--- config.mk ---
export PLATFORM = sky130hd
export DESIGN_NAME = reversal_tolerant_window_match_top
export DESIGN_NICKNAME = d
export VERILOG_FILES = /design/src/rtl/rtwm_pkg.sv /design/src/rtl/rtwm_compare.sv /design/src/rtl/rtwm_reverse.sv /design/src/rtl/reversal_tolerant_window_match_top.sv
export SDC_FILE = /design/constraint.sdc
export NUM_CORES = 1
export LEC_CHECK = 0
export ABC_CLOCK_PERIOD_IN_PS = 4900
export BUFFER_PORTS_ARGS = -buffer_cell sky130_fd_sc_hd__buf_4
export CORE_MARGIN = 1
export CORE_UTILIZATION = 30
export CTS_BUF_LIST = sky130_fd_sc_hd__clkbuf_8
export DETAILED_ROUTE_END_ITERATION = 10
export PLACE_DENSITY = 0.49
export RECOVER_POWER = 100
export SLEW_MARGIN = 40
export SYNTH_ARGS = -nofsm -noshare
export SYNTH_HDL_FRONTEND = slang
export SYNTH_HIERARCHICAL = 1
export SYNTH_SLANG_ARGS = --single-unit
--- constraint.sdc ---
create_clock -name clock -period 4.9 [get_ports clock]
set_input_delay 0.98 -clock clock [delete_from_list [all_inputs] [get_ports clock]]
set_output_delay 0.98 -clock clock [all_outputs]
set_load 0.05 [all_outputs]
--- src/rtl/rtwm_pkg.sv ---
package rtwm_pkg;

   // Field widths fixed by the interface.
   localparam int SYMBOL_W        = 2;
   localparam int POSITION_W      = 32;
   localparam int SPAN_W          = 4;
   localparam int LENGTH_W        = 5;
   localparam int PATTERN_W       = 32;
   localparam int PATTERN_SYMBOLS = PATTERN_W / SYMBOL_W;
   localparam int KIND_W          = 2;
   localparam int CSR_INDEX_W     = 1;

   // Default window depth.
   localparam int MAX_PATTERN_DEFAULT = 16;

   // Register reset values.
   localparam logic [PATTERN_W-1:0] PATTERN_RESET = '0;
   localparam logic [LENGTH_W-1:0]  LENGTH_RESET  = 5'd9;

   // Match result codes.
   typedef logic [KIND_W-1:0] match_kind_type;
   localparam match_kind_type MATCH_NONE     = 2'd0;
   localparam match_kind_type MATCH_EXACT    = 2'd1;
   localparam match_kind_type MATCH_REVERSAL = 2'd2;

   // Register indexes of the configuration port.
   typedef enum logic [CSR_INDEX_W-1:0] {
      CSR_PATTERN_SYMBOLS = 1'b0,
      CSR_PATTERN_LENGTH  = 1'b1
   } csr_index_type;

   // Request payload.
   typedef struct packed {
      logic [SYMBOL_W-1:0] symbol;
      logic                new_text;
   } req_payload_type;

   // Response payload.
   typedef struct packed {
      match_kind_type        match_kind;
      logic [POSITION_W-1:0] window_start;
      logic [SPAN_W-1:0]     span_first;
      logic [SPAN_W-1:0]     span_last;
   } rsp_payload_type;

endpackage

--- src/rtl/rtwm_compare.sv ---
module rtwm_compare
   import rtwm_pkg::*;
#(
   parameter int MAX_PATTERN = MAX_PATTERN_DEFAULT
) (
   input  logic                                   clock,
   input  logic                                   reset,
   input  logic                                   in_valid,
   output logic                                   in_stall,
   input  logic [MAX_PATTERN-1:0][SYMBOL_W-1:0]   window,
   input  logic [MAX_PATTERN-1:0][SYMBOL_W-1:0]   pattern,
   input  logic [$clog2(MAX_PATTERN+1)-1:0]       length,
   input  logic [POSITION_W-1:0]                  start,
   output logic                                   out_valid,
   input  logic                                   out_stall,
   output logic [MAX_PATTERN-1:0][SYMBOL_W-1:0]   aligned_out,
   output logic [$clog2(MAX_PATTERN)-1:0]         first_out,
   output logic [$clog2(MAX_PATTERN)-1:0]         last_out,
   output logic                                   any_out,
   output logic [POSITION_W-1:0]                  start_out
);

   localparam int IW = $clog2(MAX_PATTERN);
   localparam int NW = $clog2(MAX_PATTERN + 1);

   logic [MAX_PATTERN-1:0][SYMBOL_W-1:0] aligned;
   logic [MAX_PATTERN-1:0]               mismatch;
   logic [IW-1:0]                        first;
   logic [IW-1:0]                        last;

   logic                                 valid_ff, valid_in;
   logic [MAX_PATTERN-1:0][SYMBOL_W-1:0] aligned_ff;
   logic [IW-1:0]                        first_ff;
   logic [IW-1:0]                        last_ff;
   logic                                 any_ff;
   logic [POSITION_W-1:0]                start_ff;
   logic                                 load;

   // Reorder the window so that index 0 is the oldest symbol, then compare.
   always_comb begin
      logic [NW-1:0] k;
      k        = '0;
      aligned  = '0;
      mismatch = '0;
      for (int i = 0; i < MAX_PATTERN; i++) begin
         if (NW'(i) < length) begin
            k           = length - NW'(1) - NW'(i);
            aligned[i]  = window[k[IW-1:0]];
            mismatch[i] = aligned[i] != pattern[i];
         end
      end
   end

   // Locate the first and the last mismatch.
   always_comb begin
      first = '0;
      last  = '0;
      for (int i = MAX_PATTERN - 1; i >= 0; i--) begin
         if (mismatch[i]) first = IW'(i);
      end
      for (int i = 0; i < MAX_PATTERN; i++) begin
         if (mismatch[i]) last = IW'(i);
      end
   end

   assign in_stall = valid_ff && out_stall;
   assign load     = in_valid && !in_stall;

   always_comb begin
      if (load) begin
         valid_in = 1'b1;
      end else begin
         valid_in = valid_ff && out_stall;
      end
   end

   // Stage register.
   always_ff @(posedge clock) begin
      if (reset) begin
         valid_ff <= 1'b0;
      end else begin
         valid_ff <= valid_in;
      end
      if (load) begin
         aligned_ff <= aligned;
         first_ff   <= first;
         last_ff    <= last;
         any_ff     <= |mismatch;
         start_ff   <= start;
      end
   end

   assign out_valid   = valid_ff;
   assign aligned_out = aligned_ff;
   assign first_out   = first_ff;
   assign last_out    = last_ff;
   assign any_out     = any_ff;
   assign start_out   = start_ff;

   // The mismatch span is never inverted.
   assert property (@(posedge clock) disable iff (reset)
      valid_ff && any_ff |-> first_ff <= last_ff)
      else $error("mismatch span inverted");

   // A clean compare leaves both span ends at zero.
   assert property (@(posedge clock) disable iff (reset)
      valid_ff && !any_ff |-> first_ff == '0 && last_ff == '0)
      else $error("span set without mismatch");

endmodule

--- src/rtl/rtwm_reverse.sv ---
module rtwm_reverse
   import rtwm_pkg::*;
#(
   parameter int MAX_PATTERN = MAX_PATTERN_DEFAULT
) (
   input  logic                                 clock,
   input  logic                                 reset,
   input  logic                                 in_valid,
   output logic                                 in_stall,
   input  logic [MAX_PATTERN-1:0][SYMBOL_W-1:0] aligned,
   input  logic [MAX_PATTERN-1:0][SYMBOL_W-1:0] pattern,
   input  logic [$clog2(MAX_PATTERN)-1:0]       first,
   input  logic [$clog2(MAX_PATTERN)-1:0]       last,
   input  logic                                 any,
   input  logic [POSITION_W-1:0]                start,
   output logic                                 rsp_valid,
   input  logic                                 rsp_stall,
   output rsp_payload_type                      rsp_payload
);

   localparam int IW = $clog2(MAX_PATTERN);
   localparam int SW = IW + 1;

   logic            ok;
   match_kind_type  kind;
   logic            valid_ff, valid_in;
   rsp_payload_type payload_ff;
   logic            load;

   // The window span read backwards must equal the pattern span.
   always_comb begin
      logic [SW-1:0] sum;
      logic [SW-1:0] m;
      sum = {1'b0, first} + {1'b0, last};
      m   = '0;
      ok  = 1'b1;
      for (int j = 0; j < MAX_PATTERN; j++) begin
         if (IW'(j) >= first && IW'(j) <= last) begin
            m = sum - SW'(j);
            if (aligned[m[IW-1:0]] != pattern[j]) ok = 1'b0;
         end
      end
   end

   // Classify the window.
   always_comb begin
      priority if (!any) begin
         kind = MATCH_EXACT;
      end else if (first < last && ok) begin
         kind = MATCH_REVERSAL;
      end else begin
         kind = MATCH_NONE;
      end
   end

   assign in_stall = valid_ff && rsp_stall;
   assign load     = in_valid && !in_stall;

   always_comb begin
      if (load) begin
         valid_in = 1'b1;
      end else begin
         valid_in = valid_ff && rsp_stall;
      end
   end

   // Output register.
   always_ff @(posedge clock) begin
      if (reset) begin
         valid_ff <= 1'b0;
      end else begin
         valid_ff <= valid_in;
      end
      if (load) begin
         payload_ff.match_kind   <= kind;
         payload_ff.window_start <= start;
         payload_ff.span_first   <= SPAN_W'(first);
         payload_ff.span_last    <= SPAN_W'(last);
      end
   end

   assign rsp_valid   = valid_ff;
   assign rsp_payload = payload_ff;

   // Only the three defined result codes leave the block.
   assert property (@(posedge clock) disable iff (reset)
      valid_ff |-> payload_ff.match_kind != 2'd3)
      else $error("undefined match code");

   // A window without mismatches is reported as exact.
   assert property (@(posedge clock) disable iff (reset)
      load && !any |=> payload_ff.match_kind == MATCH_EXACT)
      else $error("exact window not reported as exact");

endmodule

--- src/rtl/reversal_tolerant_window_match_top.sv ---
// An accepted request is held in the window register, then in the compare stage register,
// then in the reversal check and response register, which presents the response.
// Throughput: one request per cycle; a stalled response holds the pipeline.
// A request that leaves the window short of the pattern length gives no response.
// Reset (synchronous, active high) empties the pipeline, clears fill count, text
// position and window, and sets the pattern to all A with length nine.
module reversal_tolerant_window_match_top
   import rtwm_pkg::*;
#(
   parameter int MAX_PATTERN = MAX_PATTERN_DEFAULT
) (
   input  logic                  clock,
   input  logic                  reset,
   input  logic                  req_valid,
   output logic                  req_stall,
   input  req_payload_type       req_payload,
   output logic                  rsp_valid,
   input  logic                  rsp_stall,
   output rsp_payload_type       rsp_payload,
   input  logic                  csr_valid,
   output logic                  csr_ready,
   input  csr_index_type         csr_index,
   input  logic [PATTERN_W-1:0]  csr_data
);

   localparam int IW = $clog2(MAX_PATTERN);
   localparam int NW = $clog2(MAX_PATTERN + 1);

   logic [PATTERN_W-1:0]                 pattern_symbols_ff;
   logic [LENGTH_W-1:0]                  pattern_length_ff;
   logic [MAX_PATTERN-1:0][SYMBOL_W-1:0] window_ff, window_in;
   logic [NW-1:0]                        fill_ff, fill_in, fill_base;
   logic [POSITION_W-1:0]                position_ff, position_in, position_base;
   logic                                 s1_valid_ff, s1_valid_in;
   logic                                 s1_stall;
   logic [NW-1:0]                        length;
   logic [MAX_PATTERN-1:0][SYMBOL_W-1:0] pattern;
   logic                                 accept;
   logic                                 full;

   logic                                 s2_valid, s2_stall;
   logic [MAX_PATTERN-1:0][SYMBOL_W-1:0] s2_aligned;
   logic [IW-1:0]                        s2_first, s2_last;
   logic                                 s2_any;
   logic [POSITION_W-1:0]                s2_start;

   // Configuration registers; writes are always taken.
   assign csr_ready = 1'b1;

   always_ff @(posedge clock) begin
      if (reset) begin
         pattern_symbols_ff <= PATTERN_RESET;
         pattern_length_ff  <= LENGTH_RESET;
      end else if (csr_valid) begin
         unique case (csr_index)
            CSR_PATTERN_SYMBOLS: pattern_symbols_ff <= csr_data;
            CSR_PATTERN_LENGTH:  pattern_length_ff  <= csr_data[LENGTH_W-1:0];
         endcase
      end
   end

   // Pattern symbols past the register width read as A.
   for (genvar i = 0; i < MAX_PATTERN; i++) begin : g_pattern
      if (i < PATTERN_SYMBOLS) begin : g_reg
         assign pattern[i] = pattern_symbols_ff[SYMBOL_W*i +: SYMBOL_W];
      end else begin : g_zero
         assign pattern[i] = '0;
      end
   end

   // Effective length, clamped to one through the window depth.
   always_comb begin
      priority if (pattern_length_ff == '0) begin
         length = NW'(1);
      end else if (32'(pattern_length_ff) > 32'(MAX_PATTERN)) begin
         length = NW'(MAX_PATTERN);
      end else begin
         length = NW'(pattern_length_ff);
      end
   end

   assign req_stall = s1_valid_ff && s1_stall;
   assign accept    = req_valid && !req_stall;

   // Window shift, fill count and text position for the next request.
   always_comb begin
      fill_base     = req_payload.new_text ? '0 : fill_ff;
      position_base = req_payload.new_text ? '0 : position_ff;
      if (fill_base < NW'(MAX_PATTERN)) begin
         fill_in = fill_base + NW'(1);
      end else begin
         fill_in = fill_base;
      end
      position_in = position_base + POSITION_W'(1);
      window_in   = {window_ff[MAX_PATTERN-2:0], req_payload.symbol};
      full        = fill_in >= length;
      if (accept) begin
         s1_valid_in = full;
      end else begin
         s1_valid_in = s1_valid_ff && s1_stall;
      end
   end

   always_ff @(posedge clock) begin
      if (reset) begin
         window_ff   <= '0;
         fill_ff     <= '0;
         position_ff <= '0;
         s1_valid_ff <= 1'b0;
      end else begin
         s1_valid_ff <= s1_valid_in;
         if (accept) begin
            window_ff   <= window_in;
            fill_ff     <= fill_in;
            position_ff <= position_in;
         end
      end
   end

   // Align and compare.
   rtwm_compare #(
      .MAX_PATTERN (MAX_PATTERN)
   ) u_compare (
      .clock       (clock),
      .reset       (reset),
      .in_valid    (s1_valid_ff),
      .in_stall    (s1_stall),
      .window      (window_ff),
      .pattern     (pattern),
      .length      (length),
      .start       (position_ff - POSITION_W'(length)),
      .out_valid   (s2_valid),
      .out_stall   (s2_stall),
      .aligned_out (s2_aligned),
      .first_out   (s2_first),
      .last_out    (s2_last),
      .any_out     (s2_any),
      .start_out   (s2_start)
   );

   // Reversal check and response register.
   rtwm_reverse #(
      .MAX_PATTERN (MAX_PATTERN)
   ) u_reverse (
      .clock       (clock),
      .reset       (reset),
      .in_valid    (s2_valid),
      .in_stall    (s2_stall),
      .aligned     (s2_aligned),
      .pattern     (pattern),
      .first       (s2_first),
      .last        (s2_last),
      .any         (s2_any),
      .start       (s2_start),
      .rsp_valid   (rsp_valid),
      .rsp_stall   (rsp_stall),
      .rsp_payload (rsp_payload)
   );

   // A request that leaves the window short produces nothing downstream.
   assert property (@(posedge clock) disable iff (reset)
      accept && !full |=> !s1_valid_ff)
      else $error("short window entered the pipeline");

endmodule
# After elaboration in Yosys (flattened, before gate mapping)
# Index checks and enable logic that the tools add are counted.
# totals
ff_bits	224
input_bits	41
# op_classes
bitwise_logic	1
order_cmp	84
add_sub_neg	35
n_mux	150
n_eq_ne	32
reduce_logical	36
# ops
op	n
2-bit binary-select mux with 4-bit select	32
4-bit by 5-bit < comparator with 1-bit output (second input constant)	32
2-bit two-way mux	39
2-bit inequality test	32
4-bit subtractor (second input constant)	16
1-bit two-way mux	54
4-bit by 5-bit < comparator with 1-bit output (first input constant)	8
3-bit two-way mux	12
32-bit by 1-bit adder with 32-bit output (second input constant)	1
4-bit greater-or-equal comparator (first input constant)	8
4-bit less-or-equal comparator (first input constant)	8
32-bit two-way mux	1
4-bit two-way mux	8
32-bit by 5-bit subtractor with 32-bit output	1
4-bit by 3-bit subtractor with 4-bit output (second input constant)	8
1-bit logical AND	23
3-bit by 5-bit < comparator with 1-bit output (first input constant)	4
5-bit two-way mux	4
3-bit by 4-bit greater-or-equal comparator with 1-bit output (first input constant)	4
3-bit by 4-bit less-or-equal comparator with 1-bit output (first input constant)	4
16-bit OR reduction	1
8-bit OR reduction	2
4-bit by 2-bit subtractor with 4-bit output (second input constant)	4
4-bit by 1-bit subtractor with 4-bit output (second input constant)	3
18 further kinds	29

# Depth between registers and ports, before layout
# depth
ltp_word	38
mapped_depth	19
ltp_nobuf	14

# Modules after synthesis
# The synthesis kept the hierarchy.
# modules_own_cells
module	n_inst	cells_each	area_per_inst_um2
rtwm_compare	1	483	5620.4
reversal_tolerant_window_match_top	1	693	5315.1
rtwm_reverse	1	297	3941.3

# Worst setup path before layout
# Ideal clock, no wire load.
# synth_timing
kind	input to register
startpoint	input rsp_stall
endpoint	register u_compare.aligned_ff, in the netlist u_compare/aligned_out[0], enable pin
t_required_ns	4.387
arrival_time_ns	4.551
setup_ns	0.513
path_buffers	0
cell_stages	3
path_slack_ns	-0.165
path_cell_list	and2_1 and2_1 nor2b_1
# synth_via
elab_chain_cells	4
# synth_lines
item	line_no	text
start, declared	reversal_tolerant_window_match_top.sv:18	input logic rsp_stall,
1-bit logical AND	rtwm_reverse.sv:56	assign in_stall = valid_ff && rsp_stall;
1-bit logical AND	rtwm_compare.sv:66	assign in_stall = valid_ff && out_stall;
net s1_stall	reversal_tolerant_window_match_top.sv:35	logic s1_stall;
1-bit zero test	rtwm_compare.sv:67	assign load = in_valid && !in_stall;
1-bit logical AND	rtwm_compare.sv:67	
net u_compare.load	rtwm_compare.sv:37	logic load;
end signal, assigned	rtwm_compare.sv:85	aligned_ff <= aligned;
end, declared	rtwm_compare.sv:32	logic [MAX_PATTERN-1:0][SYMBOL_W-1:0] aligned_ff;
# The timed path passes the listed nets, and every way through them passes these cells.
# A chain may end at the register's enable or synchronous reset.

# Worst setup path in the final report
# layout_timing
startpoint	register pattern_length_ff[1]
endpoint	register u_compare.last_ff[0] (netlist: u_compare/last_out[0]) (data pin)
# layout_via
elab_chain_cells	23
word_cells_on_any_way	109
cone_classes	add/sub (16); order compare (16); eq/ne (15); mux (61); reduce/logical (1)
# layout_lines
item	line_no	text
start, declared	reversal_tolerant_window_match_top.sv:30	logic [LENGTH_W-1:0] pattern_length_ff;
start signal, assigned	reversal_tolerant_window_match_top.sv:57	CSR_PATTERN_LENGTH: pattern_length_ff <= csr_data[LENGTH_W-1:0];
5-bit greater-than comparator	reversal_tolerant_window_match_top.sv:75	end else if (32'(pattern_length_ff) > 32'(MAX_PATTERN)) begin
5-bit two-way mux	reversal_tolerant_window_match_top.sv:75	
5-bit two-way mux (*)	reversal_tolerant_window_match_top.sv:73	priority if (pattern_length_ff == '0) begin
net length[0]	reversal_tolerant_window_match_top.sv:36	logic [NW-1:0] length;
4-bit by 1-bit subtractor with 4-bit output (2 in series)	rtwm_compare.sv:47	k = length - NW'(1) - NW'(i);
2-bit binary-select mux with 4-bit select	rtwm_compare.sv:48	aligned[i] = window[k[IW-1:0]];
2-bit two-way mux (implied by the code)	rtwm_compare.sv:48	
2-bit inequality test	rtwm_compare.sv:49	mismatch[i] = aligned[i] != pattern[i];
1-bit two-way mux	rtwm_compare.sv:46	if (NW'(i) < length) begin
1-bit two-way mux	rtwm_compare.sv:62	if (mismatch[i]) last = IW'(i);
2-bit two-way mux (2 in series)	rtwm_compare.sv:62	
3-bit two-way mux (8 in series)	rtwm_compare.sv:62	
2-bit two-way mux (2 in series)	rtwm_compare.sv:62	
1-bit two-way mux	rtwm_compare.sv:62	
end signal, assigned	rtwm_compare.sv:87	last_ff <= last;
end, declared	rtwm_compare.sv:34	logic [IW-1:0] last_ff;
# Mark *: on every way through the listed nets, which the timed path passes. The rest lies on a longest branch. The select of a mux whose other input is x is not followed.

==> qor.yml <==
status: "complete, but fails checks"
violations: "max-capacitance violations, max-slew violations"
ys_ff_latch: 224
synth_top_area_share_pct: 23.2
htree_num_levels: 2
cts-buffers-inserted: 39
rsz0062_at_grt: "false"
vdd_ir_drop_max_v: 0.000155
synth_nets: 1544
grt_pass1_wl_um: 66000
critPathSlowestCell: "xnor2_1"
fin_area_sq_um: 16700
maxCapViolCount: 3
multiInputGateArea_sq_um: 8620
avgSynthCellArea_sq_um: 10.1
portBuffers: 84
use_met2_pct: 26.6
hold_viol_final: 0
slew_viol_final: 185
ys_warn_count: 6
die_x_um: 225
vias: 11500
grt_max_degree: 73
antenna_found_initial: 1
synth-seq-area-share_pct: 37.9
ff_latch_area_sq_um: 5640
skew_ps: 48.1
worst_pin_slew_ps: 3410
ys_top_cells_by_count: "206 x nand2_1, 126 x mux2i_1, 115 x edfxtp_1"
crit_chain: "nor3_1, nor2_1, nor2_4, inv_1, ha_1, buf_12, inv_2, o31ai_1, xnor2_1, mux4_2, mux2_1, or2_0, nand2b_1, a2111oi_0, a211oi_1"
wl_um: 43500
cts_tree: "yes"
cts.repair.resized: 0
slowest_delay_ps: 490
cts_hold_buf: 0
synthCells: 1473
core_sq_um: 49000
timing.slew.headroom_pct: -127
cts_buffer_depth: 3
netlist-cell-type-count: 100
nNetsFinal: 1612
p_total_uw: 5040
clock-root-buffer: "clkbuf_8"
synth_area_leaders: "edfxtp_1 23%, dfxtp_1 15%, mux2i_1 8.5%, mux4_2 7.3%, nand2_1 5.2%"
hp-class: "register to register"
synth_flop_cell: "edfxtp_1"
via_per_inst: 5.14
die_area_sq_um: 50500
fillers: 5001
postCtsSetupBuffers: 0
start_util_pct: 30.4
busiest_layer: "met2"
fp.dieH_um: 225
start_kind: "register"
leakage_uw: 0.00603
fmax_mhz: 221
fin_util_pct: 34.1
async_reset_ff_share_pct: 0
dr.pass1.iters: 7
cts.sinks: 224
path_max_fanout: 40
syn_area_sq_um: 14900
syn2layout_area_growth_pct: 12.1
yosysMostFrequentCell: "nand2_1"
num_rows: 81
insertion_delay_ps: 580
dp_hpwl_um: 33400
min_period_ps: 4520
routabilityCongestion: 0.914
place_area_sq_um: 16200
drt_iter0_drc: 934
fin_crit_sh_pct: 92.3
wire_per_inst_um: 19.5
crit_arrival_ps: 4820
setup_viol: 0
grt_pass1_vias: 10900
drive_gt1_share_pct: 14.6
grt_overflow_total: 0
power.density_nw_per_um2: 302
grt_use_total_pct: 17.1
gr-usage-met3_pct: 2.93
clkTransAtPathRegs_ps: 70
ant_nets: 0
yosys.area.top_type: "edfxtp_1"
tns_ps: 0
drc: 0
crit_type: "register to register"
grt_use_met1_pct: 23.6
cp-end-kind: "register"
crit_required_ps: 5200
ios: 86
synth_edf_count: 115
-- placed cells by master (no fill, tap or decap), types with 27 or more instances in the layout --
cell	n
buf_4	57
xor2_1	50
clkbuf_1	51
inv_1	41
nand2_1	205
nor2_1	86
mux2i_1	127
xnor2_1	52
nor2b_1	30
mux4_2	48
o21ai_0	29
a21oi_1	109
ha_1	27
dfxtp_1	109
clkbuf_8	46
nand3_1	34
edfxtp_1	115
-- critical path, delay by kind of cell (launching register included) --
family / cells / cell delay, ps
DFF: 1 / 330
xor gates and xnor gates: 1 / 490
and+or+nand+nor: 5 / 880
muxes: 2 / 790
buffers and inverters: 3 / 640
adders and majority gates: 1 / 430
AOI/OAI and AO/OA: 3 / 670
-- where the power goes --
group	internal, uW	leakage, uW	total [uW]	switching [uW]
clock network	916	0.000436	1730	811
registers	2020	0.00188	2070	53.1
logic	527	0.00371	1230	708
total	3460	0.00603	5040	1570
-- logic make-up after synthesis --
group	count (synthesis)	share of synthesized area (%)
xor+xnor	116	8.22
flops	224	37.9
fa+ha+maj	30	2.62
other cells	1	0.0252
compound gates	284	12.9
buf+inv	122	3.71
simple gates	497	16.8
mux	199	17.9
-- path summary, 6_finish.rpt --
kind | cells past startpoint | slack (ps) | to | from
min | 0 | 410 | u_reverse/rsp_payload[39] | u_compare/start_out[31]
min reg2reg | 0 | 410 | u_reverse/rsp_payload[39] | u_compare/start_out[31]
max reg2reg | 15 | 380 | u_compare/last_out[0] | pattern_length_ff[1]
max | 15 | 380 | u_compare/last_out[0] | pattern_length_ff[1]
-- state kept, by name, summed over array words and instances, names as in the netlist, 4 cells and up --
name,flops
fill_ff,5
pattern,32
pattern_length_ff,5
position_ff,32
u_compare/aligned_out,32
u_compare/first_out,4
u_compare/last_out,4
u_compare/start_out,32
u_reverse/rsp_payload,42
window_ff,32
-- metrics by stage --
step / worst slack (ps) / hold WS (ps) / std cells
after detailed placement: 522 / 406 / 2164
after CTS: 500 / 418 / 2235
after global routing: 102 / 421 / 2235
after floorplan: 680 / 400 / 1473
after global placement: 572 / 403 / 2164
final: 376 / 414 / 2236
-- metal layers --
layer | vias up | wire length, um | part of all wire (%)
li1 | 5543 | - | -
met1 | 5586 | 20500 | 47
met2 | 295 | 19400 | 45
met3 | 77 | 2190 | 5.0
met4 | 0 | 1410 | 3.2
met5 | - | 0 | 0
-- cell type report --
class | count | share of cell area [%]
multi-input cells | 1127 | 51.7
flip-flops and latches | 224 | 33.8
well taps | 664 | 4.98
repair buffers | 112 | 3.94
clock buffers | 46 | 3.80
clock inverters | 25 | 0.901
inverters | 37 | 0.833
diodes | 1 | 0.0150
Power figures use the tool's default switching activity.
